$ cat config.mk
export PLATFORM = sky130hd
export DESIGN_NAME = y2r_back
export DESIGN_NICKNAME = d
export VERILOG_FILES = /design/src/hdl/y2r_pkg.sv /design/src/hdl/y2r_back.sv
export SDC_FILE = /design/constraint.sdc
export NUM_CORES = 1
export LEC_CHECK = 0
export BUFFER_PORTS_ARGS = -buffer_cell sky130_fd_sc_hd__buf_2
export CAP_MARGIN = 20
export CORE_MARGIN = 10
export CORE_UTILIZATION = 55
export CTS_CLUSTER_SIZE = 10
export DETAILED_ROUTE_END_ITERATION = 8
export PLACE_DENSITY = 0.78
export SLEW_MARGIN = 40
export SYNTH_ARGS = -nofsm -noshare
export SYNTH_HDL_FRONTEND = slang
export SYNTH_SLANG_ARGS = --single-unit
$ cat constraint.sdc
create_clock -name clk_i -period 4.03 [get_ports clk_i]
set_input_delay 0.403 -clock clk_i [delete_from_list [all_inputs] [get_ports clk_i]]
set_output_delay 0.403 -clock clk_i [all_outputs]
set_load 0.005 [all_outputs]
$ cat src/hdl/y2r_pkg.sv
// ----------------------------------------------------------------------------
// y2r_pkg
// shared types and constants of the 4:2:0 to rgb converter
// ----------------------------------------------------------------------------
package y2r_pkg;

  // widths of counters, sizes and samples
  localparam int unsigned CNT_W  = 12;
  localparam int unsigned SIZE_W = 14;
  localparam int unsigned CFG_W  = 13;
  localparam int unsigned PIX_W  = 8;

  // line count limit of the frame
  localparam logic [SIZE_W-1:0] MAX_HEIGHT = 14'd4096;

  // configuration register indexes
  typedef enum logic [0:0] {
    CFG_FRAME_WIDTH  = 1'b0,
    CFG_FRAME_HEIGHT = 1'b1
  } cfg_idx_e;

  // bt.601 full range coefficients, q16
  localparam logic signed [17:0] K_RV = 18'sd91881;
  localparam logic signed [17:0] K_GU = 18'sd22553;
  localparam logic signed [17:0] K_GV = 18'sd46802;
  localparam logic signed [17:0] K_BU = 18'sd116130;

  // product and sum widths
  localparam int unsigned PROD_W = 26;
  localparam int unsigned SUM_W  = 28;

  // middle queue
  localparam int unsigned QDEPTH = 4;
  localparam int unsigned QPTR_W = 2;
  localparam int unsigned QCNT_W = 3;

  // effective frame size
  typedef struct packed {
    logic [SIZE_W-1:0] width;
    logic [SIZE_W-1:0] height;
  } geom_t;

  // one classified pixel with its resolved chroma pair
  typedef struct packed {
    logic [PIX_W-1:0] luma;
    logic [PIX_W-1:0] cb;
    logic [PIX_W-1:0] cr;
    logic             line_end;
    logic             frame_end;
  } pix_t;

endpackage

$ cat src/hdl/y2r_back.sv
// ----------------------------------------------------------------------------
// y2r_back
// color matrix multiply, sum, clamp and result register
// ----------------------------------------------------------------------------
module y2r_back (
  input  logic                      clk_i,
  input  logic                      rst_ni,
  input  logic                      in_valid_i,
  input  y2r_pkg::pix_t             in_pix_i,
  output logic                      in_ready_o,
  output logic                      out_valid_o,
  output logic [y2r_pkg::PIX_W-1:0] red_o,
  output logic [y2r_pkg::PIX_W-1:0] green_o,
  output logic [y2r_pkg::PIX_W-1:0] blue_o,
  output logic                      line_end_o,
  output logic                      frame_end_o,
  input  logic                      out_ready_i
);

  localparam int unsigned PrW = y2r_pkg::PROD_W;
  localparam int unsigned SmW = y2r_pkg::SUM_W;
  localparam logic signed [PrW-1:0] KRv = PrW'(y2r_pkg::K_RV);
  localparam logic signed [PrW-1:0] KGu = PrW'(y2r_pkg::K_GU);
  localparam logic signed [PrW-1:0] KGv = PrW'(y2r_pkg::K_GV);
  localparam logic signed [PrW-1:0] KBu = PrW'(y2r_pkg::K_BU);

  // negative sum gives 0, else drop the q16 fraction and saturate at 255
  function automatic logic [7:0] to_chan(input logic signed [SmW-1:0] s);
    logic [7:0] res;
    if (s < 0) begin
      res = '0;
    end else if (s[SmW-2:16] > 11'd255) begin
      res = 8'd255;
    end else begin
      res = s[23:16];
    end
    return res;
  endfunction

  logic                  m_v_q, o_v_q, m_ready, o_ready;
  logic signed [8:0]     u_s, v_s;
  logic signed [PrW-1:0] p_rv_q, p_gu_q, p_gv_q, p_bu_q;
  logic [7:0]            m_luma_q;
  logic                  m_le_q, m_fe_q;
  logic signed [SmW-1:0] y_s, r_sum, g_sum, b_sum;

  assign o_ready    = !o_v_q || out_ready_i;
  assign m_ready    = !m_v_q || o_ready;
  assign in_ready_o = m_ready;

  assign u_s = $signed({1'b0, in_pix_i.cb}) - 9'sd128;
  assign v_s = $signed({1'b0, in_pix_i.cr}) - 9'sd128;

  always_ff @(posedge clk_i or negedge rst_ni) begin
    if (!rst_ni) begin
      m_v_q <= 1'b0;
      o_v_q <= 1'b0;
    end else begin
      if (m_ready) begin
        m_v_q <= in_valid_i;
      end
      if (o_ready) begin
        o_v_q <= m_v_q;
      end
    end
  end

  // multiply stage
  always_ff @(posedge clk_i) begin
    if (m_ready && in_valid_i) begin
      p_rv_q   <= KRv * PrW'(v_s);
      p_gu_q   <= KGu * PrW'(u_s);
      p_gv_q   <= KGv * PrW'(v_s);
      p_bu_q   <= KBu * PrW'(u_s);
      m_luma_q <= in_pix_i.luma;
      m_le_q   <= in_pix_i.line_end;
      m_fe_q   <= in_pix_i.frame_end;
    end
  end

  assign y_s   = $signed({4'b0, m_luma_q, 16'b0});
  assign r_sum = y_s + SmW'(p_rv_q);
  assign g_sum = y_s - SmW'(p_gu_q) - SmW'(p_gv_q);
  assign b_sum = y_s + SmW'(p_bu_q);

  // result register
  always_ff @(posedge clk_i) begin
    if (o_ready && m_v_q) begin
      red_o       <= to_chan(r_sum);
      green_o     <= to_chan(g_sum);
      blue_o      <= to_chan(b_sum);
      line_end_o  <= m_le_q;
      frame_end_o <= m_fe_q;
    end
  end

  assign out_valid_o = o_v_q;

endmodule

After elaboration in Yosys (flattened, before gate mapping)
Index checks and enable logic that the tools add are counted.
- register bits after elaboration: 139
- bits in latches: 0
- RAM bits: 0
- memory bits (read-only): 0
- input port bits: 30
- output and inout bits: 28
- logic and storage cells: 39
- memories kept: 0
- add/sub/neg operators: 6
- $mul: 4
- divide/modulo/power cells: 0
- $lt $le $gt $ge: 6
- equal/unequal tests: 0
- shift-type cells: 0
- muxes and demuxes: 3
- bitwise operators: 0
- reductions and logical operators: 6
- operators by type and width (operator ; count):
    < comparator 27 x 1 -> 1 bit (second input constant) ; 3
    adder 25 x 26 -> 27 bit ; 2
    multiplier 16 x 9 -> 25 bit (first input constant) ; 2
    > comparator 11 x 8 -> 1 bit (second input constant) ; 3
    subtractor 26 x 26 -> 27 bit ; 1
    multiplier 18 x 9 -> 26 bit (first input constant) ; 1
    subtractor 25 x 25 -> 26 bit ; 1
    multiplier 17 x 9 -> 25 bit (first input constant) ; 1
    two-way mux 8 bit ; 3
    subtractor 8 x 8 -> 9 bit (second input constant) ; 2
    logical AND 1 bit ; 2
    logical NOT 1 bit ; 2
    logical OR 1 bit ; 2

Logic depth before layout (Yosys ltp)
- word-level depth: 4
- mapped depth: 21
- mapped depth without buffers: 21

Worst setup path after synthesis
No wires, ideal clock.
- kind: input to register
- start point: input port in_pix_i[9] (netlist name)
- end point: register p_rv_q[25], data pin
- library setup time: 277 ps
- arrival: 4646 ps
- data required time: 3753 ps
- slack: -892 ps
- stages: 19
- buffers on the path: 0
- path through: inv_1 > ha_1 > inv_1 > ha_1 > inv_1 > fa_1 > inv_1 > fa_1 > ha_1 > ha_1 > nand4_1 > o22ai_1 > o2111ai_1 > a21boi_0 > a211oi_1 > nor3_1 > o41ai_1 > a21oi_1 > xnor2_1
- longest elaborated chain between the ends: 2
- ends and longest elaborated chain (item ; line ; source):
    start, declared ; y2r_back.sv:9 ; input y2r_pkg::pix_t in_pix_i,
    subtractor 8 x 8 -> 9 bit ; y2r_back.sv:52 ; assign v_s = $signed({1'b0, in_pix_i.cr}) - 9'sd128;
    multiplier 18 x 9 -> 26 bit ; y2r_back.sv:71 ; p_rv_q <= KRv * PrW'(v_s);
    end signal, assigned ; y2r_back.sv:71 ;
    end, declared ; y2r_back.sv:42 ; logic signed [PrW-1:0] p_rv_q, p_gu_q, p_gv_q, p_bu_q;
No other way between the ends.
A chain may end at the register's enable or synchronous reset.

Worst setup path in the final report
- start point: input port in_pix_i[2] (netlist name)
- end point: register p_rv_q[20], data pin
The elaborated chain is that of the path after synthesis.

==> flow_summary.json <==
{
  "outcome": "complete, but fails checks",
  "violations": "negative setup slack",
  "finClkSkew_ns": 0.00810,
  "setup_viol": 33,
  "hp-class": "in2reg",
  "clkPwrFrac_pct": 8.1,
  "yosys_warnings": 0,
  "final_common_cell": "ha_1",
  "synth_edf_count": 106,
  "drt_iter0_markers": 657,
  "drt-vias-per-instance": 5.54,
  "cts_buffer_depth": 2,
  "grt_overflow": 0,
  "worstPathMaxFanout": 7,
  "rsz0062_at_grt": "yes",
  "dieArea_um2": 30300,
  "portBuffers": 57,
  "remaining_drc_errors": 0,
  "min_period_over_period_pct": 110,
  "cts.sinks": 108,
  "stdcell_area_um2": 17200,
  "cts-root-buf": "clkbuf_16",
  "yosys.cell_types.count": 63,
  "cts_max_level": 3,
  "path_class": "in2reg",
  "routed-wl-met2_um": 17100,
  "grt_pass1_wl_um": 50900,
  "ios": 58,
  "clk_latency_ns": 0.36,
  "dpl_cell_area_um2": 15500,
  "required_ns": 4.14,
  "start_util_pct": 55.9,
  "worstSetupEndpointType": "flip-flop",
  "maxCapViolCount": 0,
  "grt_max_degree": 43,
  "comb_power_share_pct": 74.2,
  "switching_share_pct": 42.1,
  "dpl_worst_slack_ns": -0.888,
  "wl_met3_um": 1610,
  "syn_area_per_cell_um2": 11.0,
  "ys_seq_area_share_pct": 24.7,
  "switchingPower_mw": 4.48,
  "coreArea_um2": 23400,
  "hold_viol": 0,
  "synth_nets": 1642,
  "met1_length_um": 13000,
  "die_height_um": 174,
  "cts_tree": "done",
  "arrival_ns": 4.53,
  "final_max_slew_viol_count": 0,
  "layout_setup_ws_ns": -0.398,
  "drt.antenna.violating_nets": 0,
  "synth_cells": 1185,
  "tightest_slew_ns": 0.578,
  "post-dp-hpwl_um": 24000,
  "ys_ff_latch": 108,
  "n_fill_cell": 1429,
  "clock.fmax_ghz": 0.226,
  "drive_gt1_share_pct": 33.4,
  "layout_common_cells": "249 x ha_1, 202 x buf_4, 196 x inv_1, 106 x edfxtp_1, 95 x fa_1",
  "wl_per_cell_um": 18.4,
  "slew_headroom_pct": 61.5,
  "cp-start-kind": "input pin",
  "async_flop_share_pct": 1.85,
  "diodes": 0,
  "instances_no_fill": 1793,
  "grt_pass1_vias": 10400,
  "total_leakage_power_nw": 8.31,
  "ir_drop_mv": 0.365,
  "wl_um": 32900,
  "seqPwrFrac_pct": 17.7,
  "area_growth_pct": 31.6,
  "fin_crit_ns": 4.43,
  "power_per_cell_area_nw_per_um2": 618,
  "routed.top_layer": "met4",
  "dieWidth_um": 174,
  "place_inst": 1741,
  "routabilityCongestion": 0.914,
  "antenna_found_initial": 0,
  "via_count": 9928,
  "ys.flop_type": "edfxtp_1",
  "cts_made_buffers": 9,
  "layout.nets": 1926,
  "clk_pin_slew_worst_paths_ns": 0.08,
  "finalPower_mw": 10.6,
  "fp-row-count": 56,
  "p_int_mw": 6.16,
  "syn_area_um2": 13100,
  "worst_hold_slack_ns": 0.211,
  "first_pass_iters": 5,
  "gr-usage-all-layers_pct": 20.5
}
-- timing repair --
item                                   4_1_cts  5_1_grt
pin swaps                                  109       91
gates cloned                                 0        0
resized for setup                          112       84
hold buffers                                 1        0
setup endpoints to repair                   33       35
buffers inserted                            16       21
endpoints found under the hold margin        2        0
-- path summary, 6_finish.rpt --
check                                           endpoint             startpoint  slack [ns]  cells past startpoint
worst min register to register     frame_end_o$_DFFE_PP_       m_fe_q$_DFFE_PP_        0.42                      0
max in group asynchronous              m_v_q$_DFFE_PN0N_                 rst_ni        3.57                      2
worst max-delay path                p_rv_q[20]$_DFFE_PP_            in_pix_i[2]       -0.40                     22
worst min-delay path               m_luma_q[7]$_DFFE_PP_           in_pix_i[25]        0.21                      1
worst max register to register  green_o[3]$_SDFFCE_PP0P_  m_luma_q[0]$_DFFE_PP_        0.24                     13
min in group asynchronous        out_valid_o$_DFFE_PN0P_                 rst_ni        0.36                      2
-- per-layer routing --
| metal | global-route usage, % | vias up |
|---|---|---|
| li1 | - | 4672 |
| met1 | 23.9 | 4885 |
| met2 | 37.0 | 281 |
| met3 | 3.90 | 90 |
| met4 | 6.59 | 0 |
| met5 | 0 | - |
-- synth_stat cells, types with 3 or more instances --
cell type | number | area [µm²]
o21a_1 | 24 | 180
or3_1 | 10 | 62.6
ha_1 | 318 | 3980
o41ai_1 | 3 | 26.3
nand4_1 | 4 | 25.0
nor2_1 | 36 | 135
xnor2_1 | 51 | 447
a211oi_1 | 3 | 22.5
a31oi_1 | 7 | 43.8
o21ai_0 | 19 | 95.1
and3_1 | 13 | 81.3
o21bai_1 | 10 | 75.1
and2_1 | 6 | 37.5
xor2_1 | 28 | 245
a41oi_1 | 3 | 26.3
nor2b_1 | 8 | 50.1
fa_1 | 109 | 2180
or2_2 | 8 | 50.1
edfxtp_1 | 106 | 3180
a21oi_1 | 45 | 225
nor3_1 | 18 | 90.1
a21o_1 | 20 | 150
o2111ai_1 | 3 | 26.3
nand2b_1 | 5 | 31.3
nand3_1 | 18 | 90.1
a21boi_0 | 9 | 67.6
o211ai_1 | 5 | 37.5
inv_1 | 221 | 830
nand2_1 | 31 | 116
-- critical path: stages --
cell and delay, ns:
buf_12 0.12, buf_4 0.14, ha_4 0.24, buf_6 0.13, ha_1 0.27, inv_1 0.05, fa_1 0.48, inv_1 0.07
fa_1 0.59, ha_4 0.22, ha_4 0.22, and3_4 0.17, a221o_1 0.36, a21boi_4 0.22, buf_6 0.12, buf_6 0.08
buf_6 0.09, nand2_4 0.05, a31oi_4 0.19, nor2b_2 0.07, nor2_1 0.14, xnor2_1 0.10
-- power groups by stage --
stage	logic [mW]	clock network, mW	registers, mW
after global routing	8.67	0.916	1.92
after global placement	6.12	0	1.90
final	7.89	0.857	1.89
after floorplan	4.39	0	1.90
after detailed placement	6.40	0	1.91
after CTS	7.02	0.871	1.89
-- logic make-up after synthesis --
family / synth area share, %
AOI/OAI and AO/OA: 9.80
DFF: 24.7
xor gates and xnor gates: 5.29
adders and majority gates: 47.1
buffers and inverters: 6.45
and+or+nand+nor: 6.60
-- area by class of cell --
cell class	count	area (µm²)	area share (%)
flip-flops and latches	108	3230	18.8
inverters	221	850	4.94
clock inverters	6	56.3	0.327
repair buffers	276	2120	12.3
well taps	319	399	2.32
clock buffers	10	229	1.33
multi-input cells	853	10300	60.0
-- state kept, by name, indices dropped and copies added (netlist names) --
| signal | count |
|---|---|
| p_gv_q | 18 |
| green_o | 8 |
| frame_end_o | 1 |
| out_valid_o | 1 |
| m_v_q | 1 |
| red_o | 8 |
| m_luma_q | 8 |
| m_le_q | 1 |
| p_rv_q | 17 |
| p_gu_q | 25 |
| blue_o | 8 |
| m_fe_q | 1 |
| line_end_o | 1 |
| p_bu_q | 10 |
-- through the flow --
step | utilization, % | TNS [ns]
floorplan | - | -8.32
global placement | 66.3 | -20.25
detailed placement | 66.4 | -23.04
CTS | 70.9 | -3.70
global route | 73.5 | -11.70
finish | 73.5 | -7.87
No activity file was read; power rests on OpenSTA's default activity.
