**src/hdl/y2r_pkg.sv**
```systemverilog
// ----------------------------------------------------------------------------
// y2r_pkg
// shared types and constants of the 4:2:0 to rgb converter
// ----------------------------------------------------------------------------
package y2r_pkg;

  // widths of counters, sizes and samples
  localparam int unsigned CNT_W  = 12;
  localparam int unsigned SIZE_W = 14;
  localparam int unsigned CFG_W  = 13;
  localparam int unsigned PIX_W  = 8;

  // line count limit of the frame
  localparam logic [SIZE_W-1:0] MAX_HEIGHT = 14'd4096;

  // configuration register indexes
  typedef enum logic [0:0] {
    CFG_FRAME_WIDTH  = 1'b0,
    CFG_FRAME_HEIGHT = 1'b1
  } cfg_idx_e;

  // bt.601 full range coefficients, q16
  localparam logic signed [17:0] K_RV = 18'sd91881;
  localparam logic signed [17:0] K_GU = 18'sd22553;
  localparam logic signed [17:0] K_GV = 18'sd46802;
  localparam logic signed [17:0] K_BU = 18'sd116130;

  // product and sum widths
  localparam int unsigned PROD_W = 26;
  localparam int unsigned SUM_W  = 28;

  // middle queue
  localparam int unsigned QDEPTH = 4;
  localparam int unsigned QPTR_W = 2;
  localparam int unsigned QCNT_W = 3;

  // effective frame size
  typedef struct packed {
    logic [SIZE_W-1:0] width;
    logic [SIZE_W-1:0] height;
  } geom_t;

  // one classified pixel with its resolved chroma pair
  typedef struct packed {
    logic [PIX_W-1:0] luma;
    logic [PIX_W-1:0] cb;
    logic [PIX_W-1:0] cr;
    logic             line_end;
    logic             frame_end;
  } pix_t;

endpackage

```
**src/hdl/y2r_queue.sv**
```systemverilog
// ----------------------------------------------------------------------------
// y2r_queue
// short pixel queue between front and back
// ----------------------------------------------------------------------------
module y2r_queue (
  input  logic          clk_i,
  input  logic          rst_ni,
  input  logic          in_valid_i,
  input  y2r_pkg::pix_t in_pix_i,
  output logic          in_ready_o,
  output logic          out_valid_o,
  output y2r_pkg::pix_t out_pix_o,
  input  logic          out_ready_i
);

  localparam int unsigned PtrW = y2r_pkg::QPTR_W;
  localparam int unsigned CntW = y2r_pkg::QCNT_W;
  localparam logic [CntW-1:0] Depth = CntW'(y2r_pkg::QDEPTH);

  y2r_pkg::pix_t       store_q [y2r_pkg::QDEPTH];
  logic [PtrW-1:0]     wr_ptr_q, rd_ptr_q;
  logic [CntW-1:0]     count_q;
  logic                do_push, do_pop;

  assign in_ready_o  = count_q != Depth;
  assign out_valid_o = count_q != '0;
  assign do_push     = in_valid_i && in_ready_o;
  assign do_pop      = out_valid_o && out_ready_i;
  assign out_pix_o   = store_q[rd_ptr_q];

  always_ff @(posedge clk_i or negedge rst_ni) begin
    if (!rst_ni) begin
      wr_ptr_q <= '0;
      rd_ptr_q <= '0;
      count_q  <= '0;
    end else begin
      if (do_push) begin
        wr_ptr_q <= wr_ptr_q + 1'b1;
      end
      if (do_pop) begin
        rd_ptr_q <= rd_ptr_q + 1'b1;
      end
      if (do_push && !do_pop) begin
        count_q <= count_q + 1'b1;
      end else if (do_pop && !do_push) begin
        count_q <= count_q - 1'b1;
      end
    end
  end

  always_ff @(posedge clk_i) begin
    if (do_push) begin
      store_q[wr_ptr_q] <= in_pix_i;
    end
  end

  // pointer distance matches the count modulo the depth
  a_count_bound: assert property (@(posedge clk_i) disable iff (!rst_ni)
    count_q <= Depth && count_q[PtrW-1:0] == wr_ptr_q - rd_ptr_q)
    else $error("queue count and pointers disagree");

endmodule

```
**config.mk**
```make
export PLATFORM = sky130hd
export DESIGN_NAME = y2r_queue
export DESIGN_NICKNAME = d
export VERILOG_FILES = /design/src/hdl/y2r_pkg.sv /design/src/hdl/y2r_queue.sv
export SDC_FILE = /design/constraint.sdc
export NUM_CORES = 1
export LEC_CHECK = 0
export BUFFER_PORTS_ARGS = -buffer_cell sky130_fd_sc_hd__buf_2
export CORE_MARGIN = 3
export CORE_UTILIZATION = 60
export DETAILED_ROUTE_END_ITERATION = 10
export GPL_TIMING_DRIVEN = 0
export PLACE_DENSITY_LB_ADDON = 0.12
export SYNTH_ARGS = -nofsm -noshare
export SYNTH_HDL_FRONTEND = slang
export SYNTH_SLANG_ARGS = --single-unit
```
**constraint.sdc**
```tcl
create_clock -name clk_i -period 4.7 [get_ports clk_i]
set_input_delay 0.94 -clock clk_i [delete_from_list [all_inputs] [get_ports clk_i]]
set_output_delay 0.94 -clock clk_i [all_outputs]
set_load 0.05 [all_outputs]
```
# [Word-level counts from Yosys, hierarchy flattened]
# Memories as Yosys holds them, arrays and structs flattened.
# Index checks and enable logic that the tools add are counted.
[op_classes] add_sub_neg=4 eq_ne=1 n_mux=4 reduce_logical=8
[ops] cell="3-bit 2-to-1 mux" count=2
[ops] cell="2-bit by 1-bit adder with 2-bit output, second input constant" count=2
[ops] cell="1-bit logical AND" count=4
[ops] cell="3-bit by 1-bit adder with 3-bit output, second input constant" count=1
[ops] cell="3-bit != test, second input constant" count=1
[ops] cell="3-bit nonzero test" count=1
[ops] cell="3-bit by 1-bit subtractor with 3-bit output, second input constant" count=1
[ops] cell="1-bit logical NOT" count=2
[ops] cell="1-bit 2-to-1 mux" count=2
[ops] cell="2-bit nonzero test" count=1
[word_totals] regBits=7 ramBits=104 output_inout_bits=28 wordCells=21 mem_count=1
[mem_list] name="store_q" words=4 word_bits=26 read_ports=1 rd_clocked_by_memory_dff=0 write_ports=1 line="y2r_queue.sv:20" source="y2r_pkg::pix_t store_q [y2r_pkg::QDEPTH];"

# [Depth between registers and ports, before layout]
# Gate-level depths: netlist of the first run.
[logic_depth] ltp_word=6 ltp_mapped=8 ltp_nobuf=8

# [Worst setup path before layout of the first run]
# OpenSTA, ideal clock, no wires.
[synth_timing] kind="in2reg" start="input in_valid_i" end="memory store_q[0][0] (netlist name), enable pin" setup_time_ps=385 t_arrival_ps=1899 setup_slack_ps=2416 stages=2 cell_sequence="a21boi_2 -> and2_1"
[synth_between] elab_chain_len=3
[synth_rtl] element="start: declaration" line="y2r_queue.sv:8" source="input logic in_valid_i,"
[synth_rtl] element="1-bit logical AND" line="y2r_queue.sv:27" source="assign do_push = in_valid_i && in_ready_o;"
[synth_rtl] element="1-bit 2-to-1 mux" line="y2r_queue.sv:52" source="if (do_push) begin"
[synth_rtl] element="1-bit 2-to-1 mux (implied by the code)" line="y2r_queue.sv:53" source="store_q[wr_ptr_q] <= in_pix_i;"
[synth_rtl] element="end: declaration" line="y2r_queue.sv:20"
# Every way passes these cells.

==> metrics.md, run 1 <==
| Metric | Value |
|---|---|
| Net count, final | 275 |
| H-tree lvl count | 3 |
| Synth Area per Inst | 24.6 sq um |
| Final period util | 59.2% |
| Die W | 89.8 um |
| Post-synthesis sequential area ratio | 78.3% |
| Routed WL | 6700 um |
| Clock-pin slew on the worst setup and hold paths | 90 ps |
| Cell Pwr Density | 699 mW/mm^2 |
| DRC viols | 0 |
| Final Max Slew Viols | 0 |
| Antenna viol nets, final | 0 |
| Worst EP arrival | 1840 ps |
| Critical path required time | 3760 ps |
| WL/cell | 19.9 um |
| Mux cell area share after synthesis | 15.2% |
| RSZ-0062 raised after global routing | no |
| Post-Syn Area | 0.00421 sq mm |
| Worst-Skew Late Latency | 360 ps |
| Layout cell share with drive strength beyond 1 | 41.0% |
| CP Launch Type | register |
| Global-route wire length before repair | 11000 um |
| CTS root buf | clkbuf_8 |
| Largest net degree at the start of global routing | 27 |
| Setup TNS | 0 ps |
| Vias after detailed routing | 1895 |
| CTS Buf Count | 9 |
| GR Overflow Total | 0 |
| Routability cong. | 0.698 |
| Hold_buf cts | 0 |
| Ys async rst share | 6.31% |
| Core Region | 0.00657 sq mm |
| Worst vdd ir | 0.000395 V |
| Post-Syn Nets | 207 |
| Clk buf depth | 2 |
| Die Area | 0.00806 sq mm |
| Final setup fails | 0 |
| Vias in the first global route | 2070 |
| Area share of fa/ha/maj cells after synthesis | 1.96% |
| P&R area growth vs syn | 14.3% |
| Starting density of the core | 64.1% |
| Vias per std cell | 5.62 |
| CTS resizes | 0 |
| Inserted Diodes | 0 |
| Clk sinks | 111 |
| Tmin final | 2780 ps |
| Most common cell after layout, fill and taps aside | edfxtp_1 |
| Hpwl dp | 4480 um |
| Yosys Warn Count | 0 |
| Synth Area in Compound Gates | 0.267% |
| Most frequent cells in the layout | 104 x edfxtp_1, 60 x buf_2, 18 x mux4_2 |
| Crit. End Element | output pin |
| Site Rows | 29 |
| Multi-input gate area | 838 sq um |
| Setup CP Type | register to output pin |
| Max-cap viol count | 0 |
| Initial DRT Pass Iterations | 4 |
| Worst Clk Skew | 8.80 ps |
| CTS tree | yes |
| Worst min path class | input port to async pin |
| Path depth of the worst reg2reg path | 3 |
| Setup Buffers After CTS | 0 |
| Non-Filler Instances | 337 |
| Iter 0 DRT Violations | 129 |
| Slew @ Worst Pin | 1370 ps |
| Boundary Pins | 58 |
| FMAX | 0.360 GHz |
| Die Ht | 89.8 um |
| Post-Synth XOR/XNOR Area | 1.25% |
| Final core utilization | 73.3% |
| CP max FO | 10 |
| Reg-to-reg startpoint | count_q[0]$_DFFE_PN0P_ |
| Register area | 0.00330 sq mm |
| Top FF cell, synth | edfxtp_1 |
| Filler Cell Count | 398 |
| Status | finished, final reports clean |
| GRT Overall Usage | 18.3% |
| Synth unique cells | 19 |
| Worst rel slew slack | 8.73% |
| Post-Synth Simple-Gate Area | 1.22% |
| I/O Buffers | 57 |
| Crit path from | rd_ptr_q[1]$_DFFE_PN0P_ |
| Yosys reg bits | 111 |
| Synth Instances | 171 |
| Leak | 1.70 nW |
| Placed cell count | 321 |
| Initial antenna violation count | 0 |
| Final hold vios | 0 |
| Post-synth EDFFs | 104 |
| Largest family of logic cells by synthesized area | multiplexers |
## synth_stat cells, drive strengths merged (2+ instances only)
library cell,count,area (sq um)
edfxtp,104,3120
mux4,26,616
dfrtp,7,175
buf,6,66.3
ha,5,62.6
and2,4,25.0
xnor2,4,35.0
inv,3,11.3
mux2,2,22.5
nand2,2,7.51
nor2,2,7.51
xor2,2,17.5
## metal layers
layer | up-vias | part of all wire, % | GRT usage, %
met5 | - | 0 | 0
met3 | 11 | 4.6 | 3.42
li1 | 847 | - | -
met4 | 0 | 1.8 | 8.56
met2 | 61 | 54 | 31.3
met1 | 976 | 40 | 22.8
## worst max-delay path: stages (launching register included)
cell and delay (ps):
dfrtp_1 340, buf_2 230, buf_2 320, mux4_2 360
buf_2 230
## cell type report
class	instances	share of cell area [%]
Buffer	6	1.38
Clock inverter	6	1.46
Tap cell	93	2.42
Inverter	3	0.234
Sequential cell	111	68.5
Timing Repair Buffer	57	5.93
Clock buffer	10	2.65
Multi-Input combinational cell	51	17.4
## sequential cells by signal (all words and copies together), names as in the netlist
name	flops
store_q	104
count_q	3
wr_ptr_q	2
rd_ptr_q	2
## final timing paths
check,to,slack (ps)
max,out_pix_o[6],1920
min,rd_ptr_q[1]$_DFFE_PN0P_,390
max reg2reg,store_q[1][13]$_DFFE_PP_,2370
min reg2reg,count_q[2]$_DFFE_PN0P_,560
max in group asynchronous,wr_ptr_q[1]$_DFFE_PN0P_,4160
min in group clk_i,count_q[2]$_DFFE_PN0P_,560
## power by group
group          total [mW]  switching (mW)  internal, mW
clock network       0.553           0.302         0.250
registers            1.38          0.0662          1.32
logic                1.43           0.969         0.457
total                3.36            1.34          2.03
## logic make-up (layout without fill, tap and decap cells)
group | after synthesis | in the layout
and+or+nand+nor | 10 | 10
DFF | 111 | 111
adders and majority gates | 6 | 6
xor gates and xnor gates | 6 | 6
muxes | 28 | 28
AOI/OAI and AO/OA | 1 | 1
buffers and inverters | 9 | 82
## stage by stage
| step | hold WS (ps) | power (mW) | cell area (sq um) | setup WS [ps] |
|---|---|---|---|---|
| 6_report | 394 | 3.36 | 4810 | 1920 |
| 5_1_grt | 391 | 3.52 | 4810 | 1830 |
| 4_1_cts | 384 | 3.40 | 4810 | 1890 |
| 3_5_place_dp | 563 | 2.86 | 4610 | 1820 |
| 3_3_place_gp | 510 | 2.79 | 4610 | 1920 |
| 2_1_floorplan | 493 | 2.53 | 4210 | 2420 |
(Power assumes the default switching activity.)
==> run 2, diff against run 1 <==
- ABC_AREA: unset -> 1
- CORE_UTILIZATION: 60 -> 52
- clock period: 4.7 -> 2.4 ns (I/O delays scaled with it)
==> metrics.md, run 2 <==
| Metric | Value |
|---|---|
| Largest net degree at the start of global routing | 27 (unchanged) |
| Post-synth top area share | 64.0% (-10 points) |
| Crit path from | rd_ptr_q[1]$_DFFE_PN0P_ |
| Largest regs | store_q: 104 flops, count_q: 3 flops |
| Worst Clk Skew | 11.9 ps (+3.12 ps) |
| Multi-input gate area | 0.00117 sq mm (+40%) |
| WL met3 | 254 um (-18%) |
| Final period util | 90.9% |
| H-tree lvl count | 3 (unchanged) |
| Tmin final | 2180 ps |
| RSZ-0062 raised after global routing | no |
| Max reg flops | 104 (unchanged) |
| Die W | 103 um (+15%) |
| Post-Syn Nets | 398 (+92%) |
| Vias in the first global route | 2718 (+31%) |
| Path depth of the worst reg2reg path | 4 (+1) |
| Post-synth EDFFs | 104 (unchanged) |
| Vias per std cell | 5.01 (-11%) |
| Post-synthesis sequential area ratio | 67.5% (-11 points) |
| WL/cell | 16.2 um (-18%) |
| Critical path required time | 1920 ps (-1840 ps) |
| Core Region | 0.00893 sq mm (+36%) |
| Setup CP Type | register to output pin |
| Worst min path class | input port to register |
| I/O Buffers | 57 (unchanged) |
| Final core utilization | 61.7% (-12 points) |
| Ys async rst share | 6.31% (unchanged) |
| DRC viols | 0 (unchanged) |
| Synth area leaders | edfxtp_1 64%, o211ai_2 13%, nand2_1 7.3%, inv_1 4.8%, dfrtp_1 3.6% |
| Die Ht | 103 um (+15%) |
| Clock-pin slew on the worst setup and hold paths | 100 ps (about the same) |
| Most common cell after layout, fill and taps aside | edfxtp_1 |
| Reg2Reg Setup Slack | 260 ps (-2110 ps) |
| CP Launch Type | register |
| R2r endpoint | store_q[1][10]$_DFFE_PP_ |
| Top FF cell, synth | edfxtp_1 |
| Cell Pwr Density | 1380 mW/mm^2 (+98%) |
| Cell with the most instances after synthesis | edfxtp_1 |
| CTS resizes | 0 (unchanged) |
| Clk buf depth | 2 (unchanged) |
| Global-route wire length before repair | 14100 um (+28%) |
| Site Rows | 34 (+17%) |
| Iter 0 DRT Violations | 97 (-25%) |
| Leak | 2.32 nW (+36%) |
| Routability cong. | 0.703 (+0.66%) |
| Starting density of the core | 54.7% (-9.5 points) |
| CTS root buf | clkbuf_8 |
| Inserted Diodes | 0 (unchanged) |
| Filler Cell Count | 732 (+84%) |
| Max-cap viol count | 0 (unchanged) |
| Synth Area per Inst | 13.5 sq um (-45%) |
| Hold_ws | 328 ps (-66.3 ps) |
| Worst-Skew Late Latency | 370 ps (about the same) |
| Non-Filler Instances | 544 (+61%) |
| Final hold vios | 0 (unchanged) |
| P&R area growth vs syn | 12.8% |
| Most flops, register | store_q |
| Commonest cells in the netlist | 104 x edfxtp_1, 95 x nand2_1, 63 x inv_1 |
| Final setup fails | 0 (unchanged) |
| Setup TNS | 0 ps (unchanged) |
| Setup Buffers After CTS | 0 (unchanged) |
| Initial antenna violation count | 0 (unchanged) |
| Synth Instances | 362 (+110%) |
| Clk sinks | 111 (unchanged) |
| Worst vdd ir | 0.000832 V (+110%) |
| Final Max Slew Viols | 0 (unchanged) |
| Die Area | 0.0106 sq mm (+31%) |
| Antenna viol nets, final | 0 (unchanged) |
| Yosys reg bits | 111 (unchanged) |
| Vias after detailed routing | 2726 (+44%) |
| Placed cell count | 527 (+64%) |
| CP max FO | 10 (unchanged) |
| Yosys Warn Count | 0 (unchanged) |
| Initial DRT Pass Iterations | 4 (unchanged) |
| Post-Syn Area | 0.00488 sq mm (+16%) |
| GR Overflow Total | 0 (unchanged) |
| Net count, final | 467 (+70%) |
| DR top layer | met4 |
| Metal2 WL | 4440 um (+24%) |
| Most frequent cells in the layout | 104 x edfxtp_1, 95 x nand2_1, 63 x inv_1 |
| CTS tree | yes |
| Worst rel slew slack | 39.2% (+31 points) |
| Register area | 0.00330 sq mm (unchanged) |
| FMAX | 0.458 GHz |
| Synth unique cells | 21 (+2) |
| Reg-to-reg startpoint | count_q[1]$_DFFE_PN0P_ |
| Crit. End Element | output pin |
| Metal-1 WL | 4000 um (+49%) |
| CTS Buf Count | 9 (unchanged) |
| GRT Overall Usage | 18.3% (about the same) |
| Hpwl dp | 5540 um (+24%) |
| Layout cell share with drive strength beyond 1 | 32.8% (-8.2 points) |
| Routed WL | 8840 um (+32%) |
| Worst EP arrival | 1700 ps (-140 ps) |
| Worst Setup EP | out_pix_o[18] |
| Slew @ Worst Pin | 909 ps (-460 ps) |
| Yosys top cell by area | edfxtp_1 |
| Boundary Pins | 58 (unchanged) |
| Status | finished, final reports clean |
| Min-delay src | in_pix_i[16] |
[run 2: cell count changes after synthesis, sizes merged, moves of 2 or more]
cell,delta
o211ai,+52
nand3,+6
buf,+10
xnor2,-3
nor2,+2
xor2,-2
mux2,-2
inv,+64
and2,-4
nand2,+93
mux4,-26
[run 2: cell type report]
| type | count | area share, % |
|---|---|---|
| sequential | 111 | 59.9 |
| multi-input combinational | 167 | 21.3 |
| timing repair buffer | 58 | 5.36 |
| inverter | 68 | 4.72 |
| buffer | 16 | 3.27 |
| tap | 108 | 2.45 |
| clock buffer | 11 | 2.38 |
| clock inverter | 5 | 0.636 |
[run 2: routing by layer]
layer,global-route usage (%),up-vias
met4,6.87,0
met5,0,-
met1,23.8,1289
li1,-,1377
met3,3.65,12
met2,30.4,48
[run 2: cells by family after synthesis]
group / share of synthesized area (%)
compound gates: 13.1
flops: 67.5
buf+inv: 9.02
simple gates: 8.45
xor+xnor: 0.179
fa+ha+maj: 1.69
[run 2: power breakdown]
group / internal (mW) / leakage, nW / total, mW / switching (mW)
registers: 2.56 / 1.04 / 2.70 / 0.138
clock network: 0.377 / 0.0732 / 0.987 / 0.609
logic: 1.09 / 1.21 / 3.92 / 2.83
[run 2: stage by stage]
stage / instance area (sq um) / worst slack, ps / total power [mW]
2_1_floorplan: 4880 / -352 / 5.80
3_3_place_gp: 5300 / -879 / 6.64
5_1_grt: 5510 / 105 / 8.08
6_report: 5510 / 218 / 7.61
3_5_place_dp: 5330 / 274 / 6.73
4_1_cts: 5510 / 194 / 7.70
[run 2: worst min path at each step]
stage	cells after the start	slack, ps	endpoint
3_5_place_dp	1	320	count_q[2]$_DFFE_PN0P_
2_1_floorplan	0	180	count_q[0]$_DFFE_PN0P_
5_1_grt	1	300	store_q[1][4]$_DFFE_PP_
3_3_place_gp	1	320	count_q[2]$_DFFE_PN0P_
6_report	1	330	store_q[3][16]$_DFFE_PP_
4_1_cts	1	310	store_q[0][4]$_DFFE_PP_
[run 2: timing repair]
| item | 4_1_cts | 5_1_grt |
|---|---|---|
| endpoints found under the hold margin | 7 | 0 |
| hold buffers | 1 | 0 |
| endpoints found under the setup margin | 0 | 0 |
[run 2: worst max-delay path, cell delays in order, from the launching register on]
cell	delay [ps]
dfrtp_1	370
buf_4	190
inv_6	130
buf_6	190
o211ai_2	100
nand2_1	90
buf_2	270
==> run 3, diff against run 2 <==
- ABC_AREA: 1 -> unset
- CORE_UTILIZATION: 52 -> 40
==> metrics.md, run 3 (synthesis gave the netlist of run 1 again) <==
| Metric | Value |
|---|---|
| Status | finished, final reports clean |
| Antenna viol nets, final | 0 (unchanged) |
| I/O Buffers | 57 (unchanged) |
| Filler Cell Count | 840 (+15%) |
| GR Overflow Total | 0 (unchanged) |
| Multi-input gate area | 841 sq um (-28%) |
| Non-Filler Instances | 378 (-31%) |
| Starting density of the core | 42.1% (-13 points) |
| Clk sinks | 111 (unchanged) |
| Slowest cell delay on critical path | 510 ps (+140 ps) |
| Largest net degree at the start of global routing | 27 (unchanged) |
| Worst rel slew slack | 51.5% (+12 points) |
| Register area | 0.00330 sq mm (unchanged) |
| Worst-Skew Late Latency | 360 ps (about the same) |
| Slowest-stage cell, CP | mux4_2 |
| H-tree lvl count | 3 (unchanged) |
| Min-delay src | in_pix_i[21] |
| Reg-to-reg startpoint | count_q[1]$_DFFE_PN0P_ |
| Routed WL | 6710 um (-24%) |
| Global-route wire length before repair | 10500 um (-26%) |
| CP Launch Type | register |
| CP max FO | 10 (unchanged) |
| Critical path required time | 1920 ps (about the same) |
| Final period util | 95.9% (+5.0 points) |
| Setup TNS | 0 ps (unchanged) |
| Final hold vios | 0 (unchanged) |
| Most frequent cells in the layout | 104 x edfxtp_1, 58 x buf_2, 18 x mux4_2 |
| Cell Pwr Density | 1330 mW/mm^2 (-3.5%) |
| WL/cell | 17.8 um (+9.3%) |
| Crit path from | rd_ptr_q[0]$_DFFE_PN0P_ |
| Core Region | 0.0100 sq mm (+12%) |
| Setup Buffers After CTS | 0 (unchanged) |
| Iter 0 DRT Violations | 52 (-46%) |
| Placed cell count | 361 (-31%) |
| Vias in the first global route | 1959 (-28%) |
| Worst min path class | input port to register |
| Slew @ Worst Pin | 728 ps (-181 ps) |
| Leak | 1.70 nW (-27%) |
| Final Max Slew Viols | 0 (unchanged) |
| Vias after detailed routing | 1825 (-33%) |
| Die Area | 0.0118 sq mm (+11%) |
| GRT Overall Usage | 12.3% (-5.9 points) |
| Die Ht | 109 um (+5.5%) |
| Worst vdd ir | 0.000707 V (-15%) |
| CTS Buf Count | 9 (unchanged) |
| RSZ-0062 raised after global routing | no |
| Clock-pin slew on the worst setup and hold paths | 100 ps (about the same) |
| Die W | 109 um (+5.5%) |
| Worst Clk Skew | 6.89 ps (-5.03 ps) |
| Largest regs | store_q: 104 flops, count_q: 3 flops |
| Final Power | 6.48 mW (-15%) |
| Inserted Diodes | 0 (unchanged) |
| Worst EP arrival | 1820 ps (+120 ps) |
| Max reg flops | 104 (unchanged) |
| Final setup fails | 0 (unchanged) |
| Boundary Pins | 58 (unchanged) |
| Setup CP Type | register to output pin |
| FMAX | 0.434 GHz (-5.2%) |
| Tmin final | 2300 ps (+120 ps) |
| Initial antenna violation count | 0 (unchanged) |
| Routability cong. | 0.662 (-5.7%) |
| Vias per std cell | 4.83 (-3.7%) |
| Crit. End Element | output pin |
| Net count, final | 276 (-41%) |
| P&R area growth vs syn | 15.4% |
| CTS tree | yes |
| Cells along the critical path | buf_6 > buf_12 > mux4_2 > buf_2 |
| DRC viols | 0 (unchanged) |
| Layout cell share with drive strength beyond 1 | 42.0% (+9.2 points) |
| Clk buf depth | 2 (unchanged) |
| Hpwl dp | 4150 um (-25%) |
| Max-cap viol count | 0 (unchanged) |
| Initial DRT Pass Iterations | 5 (+1) |
| Most flops, register | store_q |
| CTS root buf | clkbuf_8 |
| Site Rows | 36 (+5.9%) |
| Most common cell after layout, fill and taps aside | edfxtp_1 |
==> run 3: cell count changes in the layout (fill, tap and decap cells not counted), moves of 4 or more <==
cell / before / now
nor2_4: 4 / 0
mux4_1: 0 / 8
and2_2: 0 / 4
mux4_2: 0 / 18
nand2_1: 95 / 2
o211ai_2: 49 / 0
inv_1: 63 / 3
nand3_1: 7 / 1
buf_2: 62 / 58
==> run 3: path summary, 6_finish.rpt <==
kind,endpoint,slack [ps],cells after the start
setup / recovery,out_pix_o[3],100,4
hold / removal,store_q[2][21]$_DFFE_PP_,330,1
setup reg to reg,count_q[2]$_DFFE_PN0P_,300,8
hold reg to reg,count_q[2]$_DFFE_PN0P_,540,1
max in group asynchronous,wr_ptr_q[0]$_DFFE_PN0P_,1770,2
min in group asynchronous,count_q[0]$_DFFE_PN0P_,460,2
==> run 3: critical path: cells and delay by family, from the launching register on <==
family	cells	cell delay [ps]
buffers and inverters	3	590
multiplexers	1	510
flip-flops	1	360
==> run 3: metal layers <==
layer	vias up	wire, um	share of wire (%)	track usage [%]
met5	-	0	0	0
met4	0	104	1.5	4.60
met3	8	318	4.7	4.09
met2	42	3420	51	21.0
met1	924	2870	43	14.7
li1	851	-	-	-
==> run 3: what timing repair did <==
action	CTS	global route
endpoints found under the hold margin	7	0
resized for setup	3	2
endpoints found under the setup margin	57	13
hold buffers	1	0
==> run 3: layout make-up <==
class,instances,area share [%]
clock buffers,9,2.55
multi-input cells,51,17.3
clock inverters,7,1.13
inverters,3,0.232
flip-flops and latches,111,67.8
repair buffers,58,6.07
well taps,133,3.42
plain buffers,6,1.47
==> run 3: per-stage QoR <==
stage	worst slack, ps	area (sq um)	hold WS (ps)	utilization [%]
2_1_floorplan	138	4210	184	-
3_3_place_gp	-98.3	4660	324	46.6
3_5_place_dp	-113	4660	330	46.6
4_1_cts	33.0	4860	305	48.6
5_1_grt	5.37	4860	304	48.6
6_report	98.3	4860	325	48.6
==> run 3: report_power, final <==
part	leakage (nW)	switching, mW	internal [mW]
Combinational	0.577	1.88	0.897
Sequential	1.03	0.111	2.57
Clock	0.0871	0.622	0.390
